$ cat config.mk
export PLATFORM = sky130hd
export DESIGN_NAME = lcd_mode_line_timing
export DESIGN_NICKNAME = d
export VERILOG_FILES = /design/src/sv/lcd_mlt_pkg.sv /design/src/sv/lcd_mlt_core.sv /design/src/sv/lcd_mlt_out_reg.sv /design/src/sv/lcd_mode_line_timing.sv
export VERILOG_INCLUDE_DIRS = /design/src /design/src/sv
export SDC_FILE = /design/constraint.sdc
export NUM_CORES = 1
export LEC_CHECK = 0
export BUFFER_PORTS_ARGS = -buffer_cell sky130_fd_sc_hd__clkbuf_2
export CAP_MARGIN = 20
export CORE_AREA = 3 3 124 126
export DETAILED_ROUTE_END_ITERATION = 8
export DIE_AREA = 0 0 127 129
export PLACE_DENSITY_LB_ADDON = 0.12
export SETUP_SLACK_MARGIN = 0.3
export SLEW_MARGIN = 20
export SYNTH_ARGS = -nofsm -noshare
export SYNTH_HDL_FRONTEND = slang
export SYNTH_SLANG_ARGS = --single-unit
$ cat constraint.sdc
create_clock -name clk -period 3.8 [get_ports clk]
set_input_delay 0.57 -clock clk [delete_from_list [all_inputs] [get_ports clk]]
set_output_delay 0.57 -clock clk [all_outputs]
set_load 0.1 [all_outputs]
$ cat src/sv/lcd_mode_line_timing_defines.svh
// Assertion macros used by the display timing core.
`ifndef LCD_MODE_LINE_TIMING_DEFINES_SVH
`define LCD_MODE_LINE_TIMING_DEFINES_SVH

// Property that must hold at every clock edge outside reset.
`define LMLT_ASSERT(label, clk, rst_n, prop, msg) \
	label: assert property (@(posedge clk) disable iff (!rst_n) (prop)) else $error(msg);

// Antecedent in one cycle implies consequent in the next.
`define LMLT_ASSERT_NEXT(label, clk, rst_n, ante, cons, msg) \
	label: assert property (@(posedge clk) disable iff (!rst_n) (ante) |=> (cons)) \
		else $error(msg);

`endif

$ cat src/sv/lcd_mlt_pkg.sv
`timescale 1ns / 1ps

package lcd_mlt_pkg;

	// Frame geometry
	localparam int VISIBLE_LINES = 144;
	localparam int LAST_LINE     = 153;

	// Ticks per phase
	localparam logic [7:0] OAM_TICKS    = 8'd20;
	localparam logic [7:0] XFER_TICKS   = 8'd43;
	localparam logic [7:0] HBLANK_TICKS = 8'd51;
	localparam logic [7:0] LINE_TICKS   = 8'd114;
	localparam logic [7:0] GLITCH_TICKS = 8'd19;

	// Phase codes (0..3 match the status mode)
	localparam logic [2:0] PH_HBLANK = 3'd0;
	localparam logic [2:0] PH_VBLANK = 3'd1;
	localparam logic [2:0] PH_OAM    = 3'd2;
	localparam logic [2:0] PH_XFER   = 3'd3;
	localparam logic [2:0] PH_GLITCH = 3'd4;

	// Status mode codes
	localparam logic [1:0] MODE_HBLANK = 2'd0;
	localparam logic [1:0] MODE_VBLANK = 2'd1;
	localparam logic [1:0] MODE_OAM    = 2'd2;
	localparam logic [1:0] MODE_XFER   = 2'd3;

	// Bit positions in stat_select
	localparam int SEL_HBLANK = 0;
	localparam int SEL_VBLANK = 1;
	localparam int SEL_OAM    = 2;
	localparam int SEL_COIN   = 3;
	localparam int SEL_GLITCH = 4;

	// One result word
	typedef struct packed {
		logic       clear_screen;
		logic       render_line;
		logic       stat_irq;
		logic       vblank_irq;
		logic       coincidence;
		logic [1:0] mode_bits;
		logic [7:0] line_number;
	} res_t;

endpackage

$ cat src/sv/lcd_mlt_core.sv
`timescale 1ns / 1ps
`include "lcd_mode_line_timing_defines.svh"

module lcd_mlt_core (
	input  logic               clk,
	input  logic               arst_n,
	input  logic               acc,
	input  logic               lcd_on,
	input  logic [4:0]         stat_select,
	input  logic [7:0]         compare_line,
	output lcd_mlt_pkg::res_t  res
);

	logic [2:0] phase_q, phase_d;
	logic [6:0] tick_q, tick_d;
	logic [7:0] line_q, line_d;
	logic [1:0] mode_q, mode_d;
	logic       irqh_q, irqh_d;
	logic       clrp_q, clrp_d;
	logic [7:0] t;
	logic [8:0] nl;
	logic       coin, cond;

	assign t  = {1'b0, tick_q} + 8'd1;
	assign nl = {1'b0, line_q} + 9'd1;

	// Next state and result for one tick
	always_comb begin
		logic [7:0] tn;
		tn     = t;
		phase_d = phase_q;
		line_d  = line_q;
		mode_d  = mode_q;
		irqh_d  = irqh_q;
		clrp_d  = clrp_q;
		tick_d  = tick_q;
		coin    = 1'b0;
		cond    = 1'b0;
		res     = '0;
		if (!lcd_on) begin
			tick_d = '0;
			line_d = '0;
			mode_d = lcd_mlt_pkg::MODE_HBLANK;
			coin   = (compare_line == 8'd0);
			if (clrp_q) begin
				clrp_d           = 1'b0;
				res.clear_screen = 1'b1;
			end
		end else begin
			clrp_d = 1'b1;
			case (phase_q)
				lcd_mlt_pkg::PH_OAM: begin
					if (t >= lcd_mlt_pkg::OAM_TICKS) begin
						tn      = t - lcd_mlt_pkg::OAM_TICKS;
						phase_d = lcd_mlt_pkg::PH_XFER;
						mode_d  = lcd_mlt_pkg::MODE_XFER;
					end
				end
				lcd_mlt_pkg::PH_XFER: begin
					if (t >= lcd_mlt_pkg::XFER_TICKS) begin
						tn              = t - lcd_mlt_pkg::XFER_TICKS;
						phase_d         = lcd_mlt_pkg::PH_HBLANK;
						mode_d          = lcd_mlt_pkg::MODE_HBLANK;
						res.render_line = 1'b1;
					end
				end
				lcd_mlt_pkg::PH_HBLANK: begin
					if (t >= lcd_mlt_pkg::HBLANK_TICKS) begin
						tn     = t - lcd_mlt_pkg::HBLANK_TICKS;
						line_d = nl[7:0];
						if (nl < 9'(lcd_mlt_pkg::VISIBLE_LINES)) begin
							phase_d = lcd_mlt_pkg::PH_OAM;
							mode_d  = lcd_mlt_pkg::MODE_OAM;
						end else begin
							phase_d        = lcd_mlt_pkg::PH_VBLANK;
							mode_d         = lcd_mlt_pkg::MODE_VBLANK;
							res.vblank_irq = 1'b1;
						end
					end
				end
				lcd_mlt_pkg::PH_VBLANK: begin
					if (t >= lcd_mlt_pkg::LINE_TICKS) begin
						tn = t - lcd_mlt_pkg::LINE_TICKS;
						// past the last line: wrap to the top of the frame
						if (nl > 9'(lcd_mlt_pkg::LAST_LINE)) begin
							line_d  = '0;
							phase_d = lcd_mlt_pkg::PH_OAM;
							mode_d  = lcd_mlt_pkg::MODE_OAM;
						end else begin
							line_d = nl[7:0];
						end
					end
				end
				default: begin
					// glitched first OAM phase, mode bits left alone
					if (t >= lcd_mlt_pkg::GLITCH_TICKS) begin
						tn      = t - lcd_mlt_pkg::GLITCH_TICKS;
						phase_d = lcd_mlt_pkg::PH_XFER;
						mode_d  = lcd_mlt_pkg::MODE_XFER;
					end
				end
			endcase
			tick_d = tn[6:0];
			coin   = (compare_line == line_d);

			// status interrupt condition, edge detected
			cond = coin && stat_select[lcd_mlt_pkg::SEL_COIN];
			case (phase_d)
				lcd_mlt_pkg::PH_HBLANK: cond = cond || stat_select[lcd_mlt_pkg::SEL_HBLANK];
				lcd_mlt_pkg::PH_VBLANK: cond = cond || stat_select[lcd_mlt_pkg::SEL_VBLANK];
				lcd_mlt_pkg::PH_OAM:    cond = cond || stat_select[lcd_mlt_pkg::SEL_OAM];
				lcd_mlt_pkg::PH_GLITCH: cond = cond || stat_select[lcd_mlt_pkg::SEL_GLITCH];
				default:                cond = cond;
			endcase
			if (cond) begin
				if (!irqh_q) begin
					res.stat_irq = 1'b1;
					irqh_d       = 1'b1;
				end
			end else begin
				irqh_d = 1'b0;
			end
		end
		res.line_number = line_d;
		res.mode_bits   = mode_d;
		res.coincidence = coin;
	end

	// Timing state, advanced once per accepted word
	always_ff @(posedge clk or negedge arst_n) begin
		if (!arst_n) begin
			phase_q <= lcd_mlt_pkg::PH_GLITCH;
			tick_q  <= '0;
			line_q  <= '0;
			mode_q  <= lcd_mlt_pkg::MODE_HBLANK;
			irqh_q  <= 1'b0;
			clrp_q  <= 1'b1;
		end else if (acc) begin
			phase_q <= phase_d;
			tick_q  <= tick_d;
			line_q  <= line_d;
			mode_q  <= mode_d;
			irqh_q  <= irqh_d;
			clrp_q  <= clrp_d;
		end
	end

	`LMLT_ASSERT(a_line_range, clk, arst_n, line_q <= 8'(lcd_mlt_pkg::LAST_LINE), "line out of range")
	`LMLT_ASSERT(a_tick_range, clk, arst_n, tick_q < lcd_mlt_pkg::LINE_TICKS[6:0], "tick count too large")
	`LMLT_ASSERT_NEXT(a_off_clears, clk, arst_n, acc && !lcd_on, tick_q == 7'd0 && line_q == 8'd0 && mode_q == lcd_mlt_pkg::MODE_HBLANK, "disabled tick did not clear counters")
	`LMLT_ASSERT_NEXT(a_render_hblank, clk, arst_n, acc && res.render_line, phase_q == lcd_mlt_pkg::PH_HBLANK, "render pulse without entering hblank")

endmodule

$ cat src/sv/lcd_mlt_out_reg.sv
`timescale 1ns / 1ps

module lcd_mlt_out_reg (
	input  logic              clk,
	input  logic              arst_n,
	input  logic              acc,
	input  lcd_mlt_pkg::res_t res,
	output logic              busy,
	output logic              m_tvalid,
	input  logic              m_tready,
	output lcd_mlt_pkg::res_t m_res
);

	logic valid_q;

	// full and not being drained this cycle
	assign busy     = valid_q && !m_tready;
	assign m_tvalid = valid_q;

	always_ff @(posedge clk or negedge arst_n) begin
		if (!arst_n) begin
			valid_q <= 1'b0;
		end else if (acc) begin
			valid_q <= 1'b1;
		end else if (m_tready) begin
			valid_q <= 1'b0;
		end
	end

	// result payload, no reset needed
	always_ff @(posedge clk) begin
		if (acc) begin
			m_res <= res;
		end
	end

endmodule

$ cat src/sv/lcd_mode_line_timing.sv
`timescale 1ns / 1ps
// Channel  Dir  Width  Contents
// s_axis   in   16     one machine-cycle tick: enable, status selects, compare line
// m_axis   out  16     line, mode, coincidence and the pulse flags for that tick
//
// One tick per clock while m_axis is not stalled: the timing state and the output
// register both load at the edge that accepts a word, so its result can be taken from the next cycle on.
// Throughput is set by the single output register, which is refilled as it drains.
// Reset puts the sequencer in the glitched OAM phase, line 0, clear pending.
// A stall on m_axis holds s_tready low until the waiting result is taken.

module lcd_mode_line_timing (
	input  logic        clk,
	input  logic        arst_n,
	input  logic        s_tvalid,
	output logic        s_tready,
	// [0] lcd_on, [5:1] stat_select, [13:6] compare_line, [15:14] zero
	input  logic [15:0] s_tdata,
	output logic        m_tvalid,
	input  logic        m_tready,
	// [7:0] line_number, [9:8] mode_bits, [10] coincidence, [11] vblank_irq,
	// [12] stat_irq, [13] render_line, [14] clear_screen, [15] zero
	output logic [15:0] m_tdata
);

	logic              acc;
	logic              busy;
	lcd_mlt_pkg::res_t res;
	lcd_mlt_pkg::res_t m_res;

	assign s_tready = !busy;
	assign acc      = s_tvalid && s_tready;

	lcd_mlt_core u_core (
		.clk          (clk),
		.arst_n       (arst_n),
		.acc          (acc),
		.lcd_on       (s_tdata[0]),
		.stat_select  (s_tdata[5:1]),
		.compare_line (s_tdata[13:6]),
		.res          (res)
	);

	lcd_mlt_out_reg u_out (
		.clk      (clk),
		.arst_n   (arst_n),
		.acc      (acc),
		.res      (res),
		.busy     (busy),
		.m_tvalid (m_tvalid),
		.m_tready (m_tready),
		.m_res    (m_res)
	);

	assign m_tdata = {1'b0, m_res};

endmodule

Word level (Yosys, flattened, before mapping)
Cells that the tools add are included.
{"block": "word_totals", "reg_bits": 38, "latchBits": 0, "mem_bits_rw": 0, "romBits": 0, "wordCells": 94, "mem_count": 0}
{"block": "classes", "n_addsub": 7, "multipliers": 0, "div": 0, "n_lt_le_gt_ge": 7, "eq_ne": 7, "n_shift": 0, "n_mux": 42, "bitwise": 0, "n_reduce_logical": 17}
{"operator": "$mux 7", "n": 6}
{"operator": "$mux 8", "n": 5}
{"operator": "$pmux 7 s4", "n": 1}
{"operator": "$mux 3", "n": 7}
{"operator": "$mux 2", "n": 9}
{"operator": "$ge 8x5->1 const B", "n": 2}
{"operator": "$ge 8x6->1 const B", "n": 2}
{"operator": "$pmux 8 s2", "n": 1}
{"operator": "$sub 7x5->7 const B", "n": 2}
{"operator": "$sub 7x6->7 const B", "n": 2}
{"operator": "$pmux 3 s4", "n": 1}
{"operator": "$mux 1", "n": 10}
{"operator": "$add 8x1->9 const B", "n": 1}
{"operator": "$eq 3x2->1 const B", "n": 3}
{"operator": "$gt 9x8->1 const B", "n": 1}
{"operator": "$lt 9x8->1 const B", "n": 1}
{"operator": "$add 7x1->8 const B", "n": 1}
{"operator": "$eq 8x8->1", "n": 1}
{"operator": "$ge 8x7->1 const B", "n": 1}
{"operator": "$logic_not 8->1", "n": 1}
{"operator": "$pmux 2 s4", "n": 1}
{"operator": "$sub 7x7->7 const B", "n": 1}
{"operator": "$eq 3x1->1 const B", "n": 2}
{"operator": "$logic_not 3->1", "n": 2}
{"operator": "8 further kinds", "n": 16}

Depth between registers and ports, before layout
Gate-level depths: netlist of run 1.
{"block": "logic_depth", "ltp_word": 12, "ltp_mapped": 16, "ltp_nobuf": 15}

Hierarchy
A second synthesis of run 1 with hierarchy kept.
{"block": "hier_totals", "hier_cells": 429, "hier_area_um2": 3547.2}
{"module": "lcd_mlt_core", "instances": 1, "cells_per_inst": 407, "area_each_um2": 3030.4, "seq_area_each_um2": 553.0}
{"module": "lcd_mlt_out_reg", "instances": 1, "cells_per_inst": 18, "area_each_um2": 495.5, "seq_area_each_um2": 475.5}
{"module": "lcd_mode_line_timing", "instances": 1, "cells_per_inst": 4, "area_each_um2": 21.3, "seq_area_each_um2": 0.0}

Worst setup path before layout of run 1
OpenSTA, ideal clock, no wires.
{"block": "synth_timing", "path_type": "reg2reg", "from": "register u_core.tick_q[2]", "to": "register, netlist name u_out.m_res[12]", "setup_time_ns": 0.145, "arrival_ns": 3.329, "setup_slack_ns": 0.326, "path_stages_with_launch": 16, "n_path_buf": 0, "period_less_slack_ns": 3.474, "path_cell_list": "dfrtp_1 ha_1 nand2_1 xnor2_1 clkinv_1 ha_1 nand2_1 o21ai_0 o31a_2 a2111oi_4 a211oi_2 nand2_2 mux2i_1 mux2i_1 or4b_1 o21ai_1"}
{"block": "synth_via", "elab_chain_cells": 11, "elab_cells_between_ends": 30, "classes_between": "add/sub (1); order compare (5); eq/ne (4); mux (13); reduce/logical (7)"}
{"element": "start, declared", "line_no": "lcd_mlt_core.sv:15", "text": "logic [6:0] tick_q, tick_d;"}
{"element": "start signal, assigned", "line_no": "lcd_mlt_core.sv:140", "text": "tick_q <= tick_d;"}
{"element": "$add 7x1->8 *", "line_no": "lcd_mlt_core.sv:24", "text": "assign t = {1'b0, tick_q} + 8'd1;"}
{"element": "$ge 8x7->1 / $ge 8x6->1 (equally long branches)", "line_no": "lcd_mlt_core.sv:82, lcd_mlt_core.sv:68"}
{"element": "$mux 8, on equally long branches", "line_no": "lcd_mlt_core.sv:82, lcd_mlt_core.sv:68"}
{"element": "$pmux 8 s2", "line_no": "lcd_mlt_core.sv:51", "text": "case (phase_q)"}
{"element": "$mux 8", "line_no": "lcd_mlt_core.sv:40", "text": "if (!lcd_on) begin"}
{"element": "$eq 8x8->1", "line_no": "lcd_mlt_core.sv:104", "text": "coin = (compare_line == line_d);"}
{"element": "$logic_and 1x1->1", "line_no": "lcd_mlt_core.sv:107", "text": "cond = coin && stat_select[lcd_mlt_pkg::SEL_COIN];"}
{"element": "$logic_or 1x1->1, on equally long branches"}
{"element": "$pmux 1 s4 *", "line_no": "lcd_mlt_core.sv:108", "text": "case (phase_d)"}
{"element": "$mux 1 *", "line_no": "lcd_mlt_core.sv:40"}
{"element": "$reduce_and 2->1 (no line) *"}
Every way passes the cells marked *; elsewhere a longest branch is shown, timed or not. The select of a mux whose other input is x is not followed.
A chain may end at the register's enable or synchronous reset.

Worst setup path after layout of run 1
{"block": "layout_timing", "from": "register u_core.tick_q[1]", "to": "register, netlist name u_out.m_res[12]"}
{"block": "layout_via", "elab_chain_cells": 11, "elab_cells_between_ends": 30, "classes_between": "add/sub (1); order compare (5); eq/ne (4); mux (13); reduce/logical (7)"}
{"element": "$add 7x1->8 *", "line_no": "lcd_mlt_core.sv:24"}
{"element": "$ge 8x7->1 / $ge 8x6->1 (equally long branches)", "line_no": "lcd_mlt_core.sv:82, lcd_mlt_core.sv:68"}
{"element": "$mux 8, on equally long branches", "line_no": "lcd_mlt_core.sv:82, lcd_mlt_core.sv:68"}
{"element": "$pmux 8 s2", "line_no": "lcd_mlt_core.sv:51"}
{"element": "$mux 8", "line_no": "lcd_mlt_core.sv:40"}
{"element": "$eq 8x8->1", "line_no": "lcd_mlt_core.sv:104"}
{"element": "$logic_and 1x1->1", "line_no": "lcd_mlt_core.sv:107"}
{"element": "$logic_or 1x1->1, on equally long branches"}
{"element": "$pmux 1 s4 *", "line_no": "lcd_mlt_core.sv:108"}
{"element": "$mux 1 *", "line_no": "lcd_mlt_core.sv:40"}
{"element": "$reduce_and 2->1 (no line) *"}
Marks and branches as above.

==> summary.md, run 1 <==
| Metric | Value |
|---|---|
| Outcome | finished clean |
| Slew Limit Fails | 0 |
| Switching Share | 39.6% |
| Worst slew margin | 44.4% |
| Distinct cells, synth | 83 |
| Unrepaired setup endpoints after global routing | no |
| Synth top area share | 14.6% |
| Number of port buffers | 34 |
| Fin crit period | 3.35 ns |
| # Max-Cap Violations | 0 |
| CP startpoint kind | flop |
| Clock sinks | 38 |
| Clock Skew | 0.00708 ns |
| WP data required | 3.95 ns |
| Net load switching power | 0.610 mW |
| Die Footprint | 0.0164 mm^2 |
| Non-Filler Cell Area, Final | 0.00433 mm^2 |
| Starting DRT DRC Count | 308 |
| Crit. End Element | flop |
| Synth area leaders | dfrtp_1 (15%), edfxtp_1 (13%), nand2_1 (5.2%), a21oi_1 (4.3%), ha_1 (4.2%) |
| Post-Syn Area per Cell | 8.18 um^2 |
| First-pass GRT wire length | 19200 um |
| Post-synth EDFFs | 15 |
| Initial core utilization | 24.9% |
| Antenna violations before repair | 0 |
| Final wirelength | 12300 um |
| Seq/Total Area, Yosys | 28.6% |
| Synth cell count leaders | nand2_1 (50), nor2_1 (37), a21oi_1 (31), o21ai_0 (26), dfrtp_1 (21) |
| CP arrival | 3.49 ns |
| Placed Instance Area | 0.00403 mm^2 |
| Hold Fails Final Rpt | 0 |
| Maximum buffer depth of the clock tree | 2 |
| CTS root buf | clkbuf_16 |
| Mapped Cells | 439 |
| Logic pwr share | 38.3% |
| Critical-path maximum fanout | 7 |
| Sequential Power Share | 32.8% |
| Syn nets | 471 |
| Layout Utilization | 30.0% |
| Htree depth | 2 |
| Post-DR wirelength/cell | 18.5 um |
| Largest net degree at the start of global routing | 26 |
| Synth warnings | 0 |
| Routed vias/inst | 5.32 |
| Die Y | 129 um |
| Clk pwr share | 28.9% |
| Kind of critical path | reg -> reg |
| Fmax | 0.299 GHz |
| Final Cycle Share | 88.1% |
| Cell with the most instances after synthesis | nand2_1 |
| Hpwl dp | 9040 um |
| Antenna Nets Post-Route | 0 |
| Synthesized area | 0.00359 mm^2 |
| Count of final setup violators | 0 |
| Layout cell share with drive strength beyond 1 | 25.6% |
| Total gr overflow | 0 |
| Worst-Margin Slew | 0.832 ns |
| Routed vias | 3541 |
| I/O pin total | 38 |
| Final Wtd Congestion | 0.902 |
| Worst hold slack | 0.303 ns |
| Leak Pwr | 1.68 nW |
| Internal power | 0.929 mW |
| Final Net Count | 512 |
| Drt drc | 0 |
| Area Overhead vs Synth | 20.6% |
| FF+latch count, synth | 38 |
| Number of non-filler instances in the completed layout | 665 |
| Site row count | 44 |
| Placed cells | 652 |
| Overall global routing resource usage | 14.9% |
| CTS tree | built |
| DIE WIDTH | 127 um |
| Reg2reg path depth | 15 |
| Peak VDD IR | 172 uV |
| Clk_lat worst skew | 0.29 ns |
| Total iterations of the first detailed-routing run | 5 |
| Ant diodes | 0 |
| CTS buffer count | 5 |
| PD cells | 355 mW/mm^2 |
| Worst hold path class | in -> async |
| Post-synth top flop | dfrtp_1 |
| CTS clock-pin slew for the worst setup and hold paths | 0.06 ns |
| Yosys top cell by area | dfrtp_1 |
| Core area | 0.0144 mm^2 |
| Setup TNS | 0 ns |
| Ys async rst share | 60.5% |
| Vias in the first global route | 3394 |
## metal layers
layer,global-route usage (%),up-vias,share of wire [%],routed length (um)
met5,0,-,0,0
met4,4.29,0,2.2,269
met3,2.08,16,3.7,452
li1,-,1710,-,-
met2,23.8,99,47,5760
met1,20.9,1716,47,5830
## cell families (layout without fill, tap and decap cells)
family | count (synthesis) | in the layout | synth area share [%]
XOR/XNOR | 20 | 20 | 5.30
buffers and inverters | 50 | 92 | 6.48
AO/OA/AOI/OAI | 143 | 143 | 28.9
AND/OR/NAND/NOR | 163 | 163 | 22.9
flip-flops | 38 | 38 | 28.6
other | 1 | 1 | 0.104
multiplexers | 12 | 12 | 3.55
adder cells (fa/ha/maj) | 12 | 12 | 4.18
## what timing repair did
| item | CTS | global route |
|---|---|---|
| pin swaps | 5 | 9 |
| setup buffers | 1 | 3 |
| endpoints found under the setup margin | 3 | 4 |
| gates resized for setup | 8 | 21 |
| cloned | 1 | 0 |
| endpoints found under the hold margin | 0 | 0 |
| hold buffers | 0 | 0 |
## power by group through the flow
stage | registers [mW] | clock network (mW) | logic (mW)
finish | 0.505 | 0.444 | 0.590
detailed placement | 0.503 | 0 | 0.540
floorplan | 0.540 | 0 | 0.338
global route | 0.510 | 0.472 | 0.647
global placement | 0.503 | 0 | 0.542
CTS | 0.497 | 0.455 | 0.555
## through the flow
stage / power (mW) / worst slack, ns
after global placement: 1.05 / 0.162
after detailed placement: 1.04 / 0.130
final: 1.54 / 0.453
after global routing: 1.63 / 0.275
after floorplan: 0.878 / 0.326
after CTS: 1.51 / 0.314
## worst max-delay path, cell delays in order, from the launching register on
cell and delay, ns:
dfrtp_2 0.45, ha_4 0.18, nand2_1 0.10, xnor2_2 0.13
inv_2 0.05, ha_1 0.22, nand2_2 0.10, o21ai_2 0.09
o31a_2 0.41, a2111oi_4 0.43, a211oi_2 0.13, nand2_2 0.10
mux2i_1 0.08, mux2i_1 0.18, or4b_1 0.45, o21ai_1 0.08
## path summary, 6_finish.rpt
kind                                               from  slack, ns                       endpoint
setup / recovery           u_core.tick_q[1]$_DFFE_PN0P_       0.45  u_out.m_res[12]$_SDFFCE_PN0P_
hold / removal                                   arst_n       0.30   u_core.tick_q[6]$_DFFE_PN0P_
setup reg to reg           u_core.tick_q[1]$_DFFE_PN0P_       0.45  u_out.m_res[12]$_SDFFCE_PN0P_
hold reg to reg               u_core.clrp_q$_DFFE_PN1P_       0.46      u_core.clrp_q$_DFFE_PN1P_
max in group asynchronous                        arst_n       3.03   u_core.tick_q[1]$_DFFE_PN0P_
min in group clk              u_core.clrp_q$_DFFE_PN1P_       0.46      u_core.clrp_q$_DFFE_PN1P_
## flip-flops by register name, indices dropped and copies added (netlist names)
name,cells
u_core.clrp_q,1
u_out.m_res,15
u_core.irqh_q,1
u_core.line_q,8
u_core.tick_q,7
u_out.m_tvalid,1
u_core.phase_q,3
u_core.mode_q,2
## cell type report
class	count	area [um^2]
fill	1558	10100
multi-input combinational	351	2440
sequential	38	1030
timing repair buffer	65	408
tap	184	230
clock buffer	6	139
inverter	19	71.3
clock inverter	2	12.5
## cells in the final DEF (no fill, tap or decap), drive strengths merged, types with 6 or more instances in the layout
master / synthesis / layout
dfrtp: 21 / 21
clkbuf: 14 / 40
ha: 12 / 12
o31ai: 7 / 7
mux2i: 6 / 6
a21oi: 32 / 32
buf: 17 / 31
o21ai: 31 / 31
a211oi: 7 / 7
inv: 17 / 18
a31oi: 6 / 6
edfxtp: 15 / 15
nor3: 8 / 8
nand2b: 6 / 6
nand3: 21 / 21
nand2: 52 / 52
xnor2: 16 / 16
and2: 7 / 7
o211ai: 9 / 9
nor2: 37 / 37
mux2: 6 / 6
No activity file was read; power rests on OpenSTA's default activity.
==> run 2: changes to the inputs <==
- PLACE_DENSITY_LB_ADDON: 0.12 -> default
- SYNTH_HIERARCHICAL: default -> 1
==> run 2 against run 1 <==
Fmax is 4.6% lower. Flip-flop and latch count stayed put. Synthesized area shrank 1.2%. Sequential power is 16% higher. Combinational power increased to 2.6 times the previous value. Register-to-register slack got worse by 0.16 ns. Global-route usage fell by 1.4 points. Cell area rose by 9.6%. Worst hold slack improved by 0.014 ns. Synthesized cell count down 2.3%. First-iteration DRC count grew 18%. Largest cell class unchanged. Highest routed layer unchanged.
==> summary.md, run 2 <==
| Metric | Value |
|---|---|
| Outcome | finished clean |
| Slew Limit Fails | 0 |
| Htree depth | 2 |
| Total gr overflow | 0 |
| Largest stage delay, worst path | 0.44 ns |
| I/O pin total | 38 |
| Vias in the first global route | 3490 |
| Synth Area in Compound Gates | 26.6% |
| Largest net degree at the start of global routing | 43 |
| Top reg by flops | u_out/m_res |
| # Max-Cap Violations | 0 |
| Setup TNS | 0 ns |
| Count of final setup violators | 0 |
| Max FFs per register | 15 |
| PD cells | 553 mW/mm^2 |
| Post-synth top flop | dfrtp_1 |
| Seq/Total Area, Yosys | 29.0% |
| Synth Area in Adders | 4.59% |
| Antenna violations before repair | 0 |
| Clk_lat worst skew | 0.29 ns |
| Synth top area share | 14.8% |
| CP startpoint kind | flop |
| Critical-path maximum fanout | 4 |
| Final Cycle Share | 92.4% |
| Peak VDD IR | 256 uV |
| Starting DRT DRC Count | 362 |
| Worst-Margin Slew | 0.697 ns |
| First-pass GRT wire length | 18200 um |
| Core area | 0.0144 mm^2 |
| Maximum buffer depth of the clock tree | 2 |
| Routed vias | 3655 |
| Post-DR wirelength/cell | 17.0 um |
| Overall global routing resource usage | 13.5% |
| Number of port buffers | 34 |
| Cell with the most instances after synthesis | nand2_1 |
| Area Overhead vs Synth | 33.9% |
| CTS tree | built |
| CTS clock-pin slew for the worst setup and hold paths | 0.06 ns |
| DIE WIDTH | 127 um |
| Leak Pwr | 1.87 nW |
| Drt drc | 0 |
| Worst hold path class | in -> async |
| Fmax | 0.285 GHz |
| Post-synth EDFFs | 15 |
| R2R Path End | u_out/m_res[12]$_DFFE_PP_ |
| Die Footprint | 0.0164 mm^2 |
| Final Wtd Congestion | 0.918 |
| CTS Hold Buffers Added | 0 |
| Distinct cells, synth | 78 |
| Reg-to-Reg Start | u_core/tick_q[1]$_DFFE_PN0P_ |
| Ys async rst share | 60.5% |
| Synth cell count leaders | nand2_1 (46), o21ai_0 (36), nor2_1 (34), a21oi_1 (30) |
| Ant diodes | 0 |
| CTS root buf | clkbuf_16 |
| Most frequent cells in the layout | buf_4 (49), nand2_1 (42), clkbuf_2 (34), o21ai_0 (34), nor2_1 (32) |
| FF+latch count, synth | 38 |
| Antenna Nets Post-Route | 0 |
| XOR/XNOR Fraction of Synth Area | 8.40% |
| Unrepaired setup endpoints after global routing | yes |
| Hold Fails Final Rpt | 0 |
| Die Y | 129 um |
| Reg2reg path depth | 16 |
| Routed vias/inst | 5.33 |
| Largest family of logic cells by synthesized area | compound AO/OA/AOI/OAI gates |
| FILL cells | 1506 |
| Simple-Gate Fraction of Synth Area | 20.7% |
| Layout cell share with drive strength beyond 1 | 34.7% |
| Syn nets | 462 |
| Worst slew margin | 53.5% |
| Fin crit period | 3.51 ns |
| Synth area leaders | dfrtp_1 (15%), edfxtp_1 (13%), xnor2_1 (5.7%), o21ai_0 (5.1%), nand2_1 (4.9%) |
| Crit. End Element | flop |
| Mux contribution to synthesized area | 4.66% |
| Placed cells | 651 |
| Kind of critical path | reg -> reg |
| Final wirelength | 11700 um |
| Most frequent CP cell | ha_4 |
| Critical-path top delay cell | dfrtp_2 |
| Initial core utilization | 24.6% |
| CTS buffer count | 5 |
| Crit path cell chain | ha_4 -> nand2_8 -> xnor2_4 -> inv_4 -> ha_4 -> a21boi_4 -> a32oi_2 -> nand3_2 -> nor3_4 -> buf_4 -> a21boi_0 -> or3_1 -> a221oi_2 -> mux2_2 -> nand2_1 -> o21ai_2 |
| Synth warnings | 6 |
| R2R Setup Slk | 0.29 ns |
| Hpwl dp | 8360 um |
| Site row count | 44 |
| Biggest regs | u_out/m_res x15, u_core/line_q x8, u_core/tick_q x7 |
| CP arrival | 3.55 ns |
| WP data required | 3.84 ns |
| Clock Skew | 0.00575 ns |
| Total iterations of the first detailed-routing run | 5 |
| Mapped Cells | 429 |
| Synthesized area | 0.00355 mm^2 |
| Commonest non-fill, non-tap cell in the layout | buf_4 |
| Post-Syn Area per Cell | 8.27 um^2 |
| Final Net Count | 534 |
| Number of non-filler instances in the completed layout | 686 |
| Yosys top cell by area | dfrtp_1 |
| Clock sinks | 38 |
-- run 2: changes by cell type after synthesis, moves of 3 or more --
| cell | delta |
|---|---|
| o31ai_1 | -3 |
| buf_4 | -4 |
| nand3_1 | -8 |
| mux2_2 | +4 |
| nand2b_1 | -5 |
| o211ai_1 | -4 |
| o21ai_0 | +10 |
| nor3_1 | +4 |
| buf_2 | -6 |
| nand2_1 | -4 |
| xnor2_1 | +9 |
| nor2_1 | -3 |
| inv_1 | +6 |
| mux2i_1 | -3 |
-- run 2: layout make-up --
type	instances	area (um^2)	share of cell area [%]
clock buffers	6	129	2.71
clock inverters	2	33.8	0.711
inverters	24	97.6	2.06
well taps	184	230	4.85
flip-flops and latches	38	1030	21.7
repair buffers	89	606	12.8
multi-input cells	343	2620	55.2
-- run 2: kinds of logic (layout without fill, tap and decap cells) --
kind of cell / count (synthesis) / count (layout)
fa+ha+maj: 13 / 13
flops: 38 / 38
xor+xnor: 31 / 31
other cells: 1 / 1
buf+inv: 48 / 121
mux: 14 / 14
compound gates: 140 / 140
simple gates: 144 / 144
-- run 2: metrics by stage --
step	hold WS [ns]	instance area, um^2	total power, mW	util, %	setup WS (ns)
floorplan	0.274	3650	1.56	-	0.314
detailed placement	0.485	4140	1.93	28.7	0.133
global route	0.374	4750	2.79	32.9	0.142
global placement	0.473	4140	1.90	28.7	0.159
CTS	0.354	4430	2.46	30.7	0.302
finish	0.317	4750	2.63	32.9	0.290
-- run 2: worst max path at each step --
stage / from / endpoint / slack [ns] / cells past startpoint
3_5_place_dp: u_core/tick_q[1]$_DFFE_PN0P_ / u_core/tick_q[3]$_DFFE_PN0P_ / 0.13 / 14
5_1_grt: u_core/tick_q[1]$_DFFE_PN0P_ / u_out/m_res[10]$_DFFE_PP_ / 0.14 / 15
2_1_floorplan: u_core/tick_q[2]$_DFFE_PN0P_ / u_out/m_res[10]$_DFFE_PP_ / 0.31 / 16
4_1_cts: u_core/tick_q[1]$_DFFE_PN0P_ / u_out/m_res[10]$_DFFE_PP_ / 0.30 / 15
6_report: u_core/tick_q[1]$_DFFE_PN0P_ / u_out/m_res[12]$_DFFE_PP_ / 0.29 / 16
3_3_place_gp: u_core/tick_q[1]$_DFFE_PN0P_ / u_core/tick_q[3]$_DFFE_PN0P_ / 0.16 / 14
-- run 2: report_power, final --
part           total (mW)  internal, mW  switching, mW
clock               0.481         0.308          0.173
sequential          0.588         0.506         0.0820
combinational        1.56         0.604          0.954
total                2.63          1.42           1.21
-- run 2: repair_timing --
item | CTS | global route
pin swaps | 12 | 27
gates resized for setup | 15 | 36
buffers inserted | 6 | 21
setup endpoints to repair | 4 | 4
-- run 2: layer usage --
metal	part of all wire, %	vias up	wire length, um	GRT usage (%)
li1	-	1723	-	-
met5	0	-	0	0
met3	6.4	20	742	2.57
met1	45	1789	5200	18.6
met2	48	123	5580	22.2
met4	1.2	0	144	2.65
-- run 2: worst max-delay path: cells and delay by family, from the launching register on --
kind | cells | cell delay [ns]
AND/OR/NAND/NOR | 5 | 0.88
buffers and inverters | 2 | 0.23
AO/OA/AOI/OAI | 5 | 0.78
multiplexers | 1 | 0.43
adder cells (fa/ha/maj) | 2 | 0.37
XOR/XNOR | 1 | 0.13
flip-flops | 1 | 0.44
==> run 3: changes to the inputs <==
- CTS_CLUSTER_DIAMETER: default -> 30
- SYNTH_HIERARCHICAL: 1 -> default
==> run 3 against run 2 <==
Sequential power is 15% lower. Final cell count decreased by 2.9%. Critical path depth decreased by 2. Register-to-register slack better by 0.14 ns. Utilization decreased by 2.8 points. Cell area shrank 8.6%. Sequential share of layout area rose by 2.0 points. Fmax up 4.3%. Highest routed layer unchanged.
==> summary.md, run 3 (synthesized netlist as in run 1, its figures left out) <==
| Metric | Value |
|---|---|
| Core area | 0.0144 mm^2 |
| Maximum buffer depth of the clock tree | 2 |
| Peak VDD IR | 212 uV |
| Fmax | 0.297 GHz |
| Internal power | 0.915 mW |
| Die Footprint | 0.0164 mm^2 |
| Clk pwr share | 29.0% |
| Switching Share | 39.0% |
| Reg-to-Reg Start | u_core.tick_q[1]$_DFFE_PN0P_ |
| Biggest regs | u_out.m_res x15, u_core.line_q x8, u_core.tick_q x7 |
| Unrepaired setup endpoints after global routing | no |
| CTS Hold Buffers Added | 0 |
| Worst slew margin | 55.8% |
| Slew Limit Fails | 0 |
| Total iterations of the first detailed-routing run | 5 |
| Final Net Count | 513 |
| WP data required | 3.83 ns |
| Routed vias | 3557 |
| Largest net degree at the start of global routing | 26 |
| Clock sinks | 38 |
| Post-DR wirelength/cell | 16.7 um |
| Initial core utilization | 24.9% |
| Area Overhead vs Synth | 20.9% |
| CP arrival | 3.39 ns |
| CTS clock-pin slew for the worst setup and hold paths | 0.06 ns |
| Number of port buffers | 34 |
| Count of final setup violators | 0 |
| R2R Path End | u_out.m_res[10]$_DFFE_PP_ |
| Metal2 WL | 5230 um |
| Worst-Margin Slew | 0.663 ns |
| Placed cells | 650 |
| Final Cycle Share | 88.6% |
| Antenna violations before repair | 0 |
| CTS buffer count | 5 |
| CTS root buf | clkbuf_16 |
| Max FFs per register | 15 |
| Kind of critical path | reg -> reg |
| Leak Pwr | 1.67 nW |
| Top Metal Used | met4 |
| FILL cells | 1539 |
| Critical Path Sink | u_out.m_res[10]$_DFFE_PP_ |
| Outcome | finished clean |
| Commonest non-fill, non-tap cell in the layout | nand2_1 |
| Fin crit period | 3.37 ns |
| Site row count | 44 |
| Top reg by flops | u_out.m_res |
| Clk_lat worst skew | 0.29 ns |
| Drt drc | 0 |
| Htree depth | 2 |
| I/O pin total | 38 |
| Sequential Power Share | 33.2% |
| Hpwl dp | 8270 um |
| Number of non-filler instances in the completed layout | 666 |
| Most frequent cells in the layout | nand2_1 (48), nor2_1 (37), clkbuf_2 (34) |
| Logic pwr share | 37.8% |
| CP startpoint kind | flop |
| Final wirelength | 11100 um |
| Die Y | 129 um |
| Power Total | 1.50 mW |
| Routed vias/inst | 5.34 |
| Met3 wire length | 613 um |
| Antenna Nets Post-Route | 0 |
| Crit. End Element | flop |
| Ant diodes | 0 |
| Clock Skew | 0.00772 ns |
| Vias in the first global route | 3467 |
| PD cells | 345 mW/mm^2 |
| # Max-Cap Violations | 0 |
| Layout cell share with drive strength beyond 1 | 25.5% |
| Met1 wire length | 5120 um |
| First-pass GRT wire length | 17900 um |
| Reg2reg path depth | 14 |
| Overall global routing resource usage | 13.3% |
| Starting DRT DRC Count | 391 |
| Launch point of the critical path | u_core.tick_q[1]$_DFFE_PN0P_ |
| Final Wtd Congestion | 0.969 |
| R2R Setup Slk | 0.43 ns |
| Setup TNS | 0 ns |
| Worst hold path class | in -> async |
| Total gr overflow | 0 |
| CTS tree | built |
| DIE WIDTH | 127 um |
| Critical-path maximum fanout | 4 |
| Hold Fails Final Rpt | 0 |
| Net load switching power | 0.585 mW |
-- run 3: cell types whose count changed in the layout (fill, tap and decap cells not counted), moves of 5 or more --
cell,previous run,this run
xnor2_1,22,13
nand2_1,42,48
nand3_1,10,19
o21ai_0,34,25
nand2b_1,1,6
buf_4,49,31
buf_6,6,0
nor2_1,32,37
-- run 3: worst min-delay path by stage --
stage / from / endpoint
CTS: arst_n / u_out.m_tvalid$_DFFE_PN0P_
floorplan: arst_n / u_core.irqh_q$_DFFE_PN0P_
detailed placement: u_core.clrp_q$_DFFE_PN1P_ / u_core.clrp_q$_DFFE_PN1P_
finish: arst_n / u_out.m_tvalid$_DFFE_PN0P_
global route: arst_n / u_out.m_tvalid$_DFFE_PN0P_
global placement: u_core.clrp_q$_DFFE_PN1P_ / u_core.clrp_q$_DFFE_PN1P_
-- run 3: area by class of cell --
class                           instances  area (um^2)  share of cell area [%]
Clock inverter                          2         12.5                   0.288
Timing Repair Buffer                   66          423                    9.74
Inverter                               19         71.3                    1.64
Tap cell                              184          230                    5.30
Clock buffer                            6          139                    3.20
Sequential cell                        38         1030                    23.7
Multi-Input combinational cell        351         2430                    56.1
-- run 3: worst max-delay path, stage by stage, from the launching register on --
cell and delay, ns:
dfrtp_1 0.42, ha_4 0.19, nand2_1 0.10, xnor2_2 0.12
clkinv_1 0.10, ha_1 0.23, nand2_2 0.11, o21ai_1 0.10
o31a_2 0.40, a2111oi_4 0.38, buf_4 0.19, nor4_1 0.05
a311o_1 0.39, nand4_1 0.22, o21ai_1 0.10
-- run 3: through the flow --
step / cell area (um^2) / util [%] / hold slack (ns) / setup WS [ns]
after global placement: 4010 / 27.8 / 0.446 / 0.356
after global routing: 4340 / 30.1 / 0.356 / 0.253
final: 4340 / 30.1 / 0.302 / 0.434
after CTS: 4170 / 28.9 / 0.335 / 0.303
after floorplan: 3590 / - / 0.274 / 0.326
after detailed placement: 4010 / 27.8 / 0.458 / 0.308
-- run 3: power by group through the flow --
stage / clock, mW / combinational, mW / sequential, mW
floorplan: 0 / 0.338 / 0.540
global placement: 0 / 0.522 / 0.500
detailed placement: 0 / 0.527 / 0.502
CTS: 0.448 / 0.528 / 0.494
global route: 0.462 / 0.621 / 0.503
finish: 0.435 / 0.566 / 0.498
-- run 3: routing by layer --
layer / GRT usage [%] / vias up
li1: - / 1704
met1: 18.4 / 1715
met2: 21.7 / 128
met3: 2.57 / 10
met4: 2.97 / 0
met5: 0 / -
-- run 3: timing repair --
action,CTS,global route
pin swaps,1,10
setup buffers,1,7
endpoints found under the setup margin,1,3
gates resized for setup,0,24
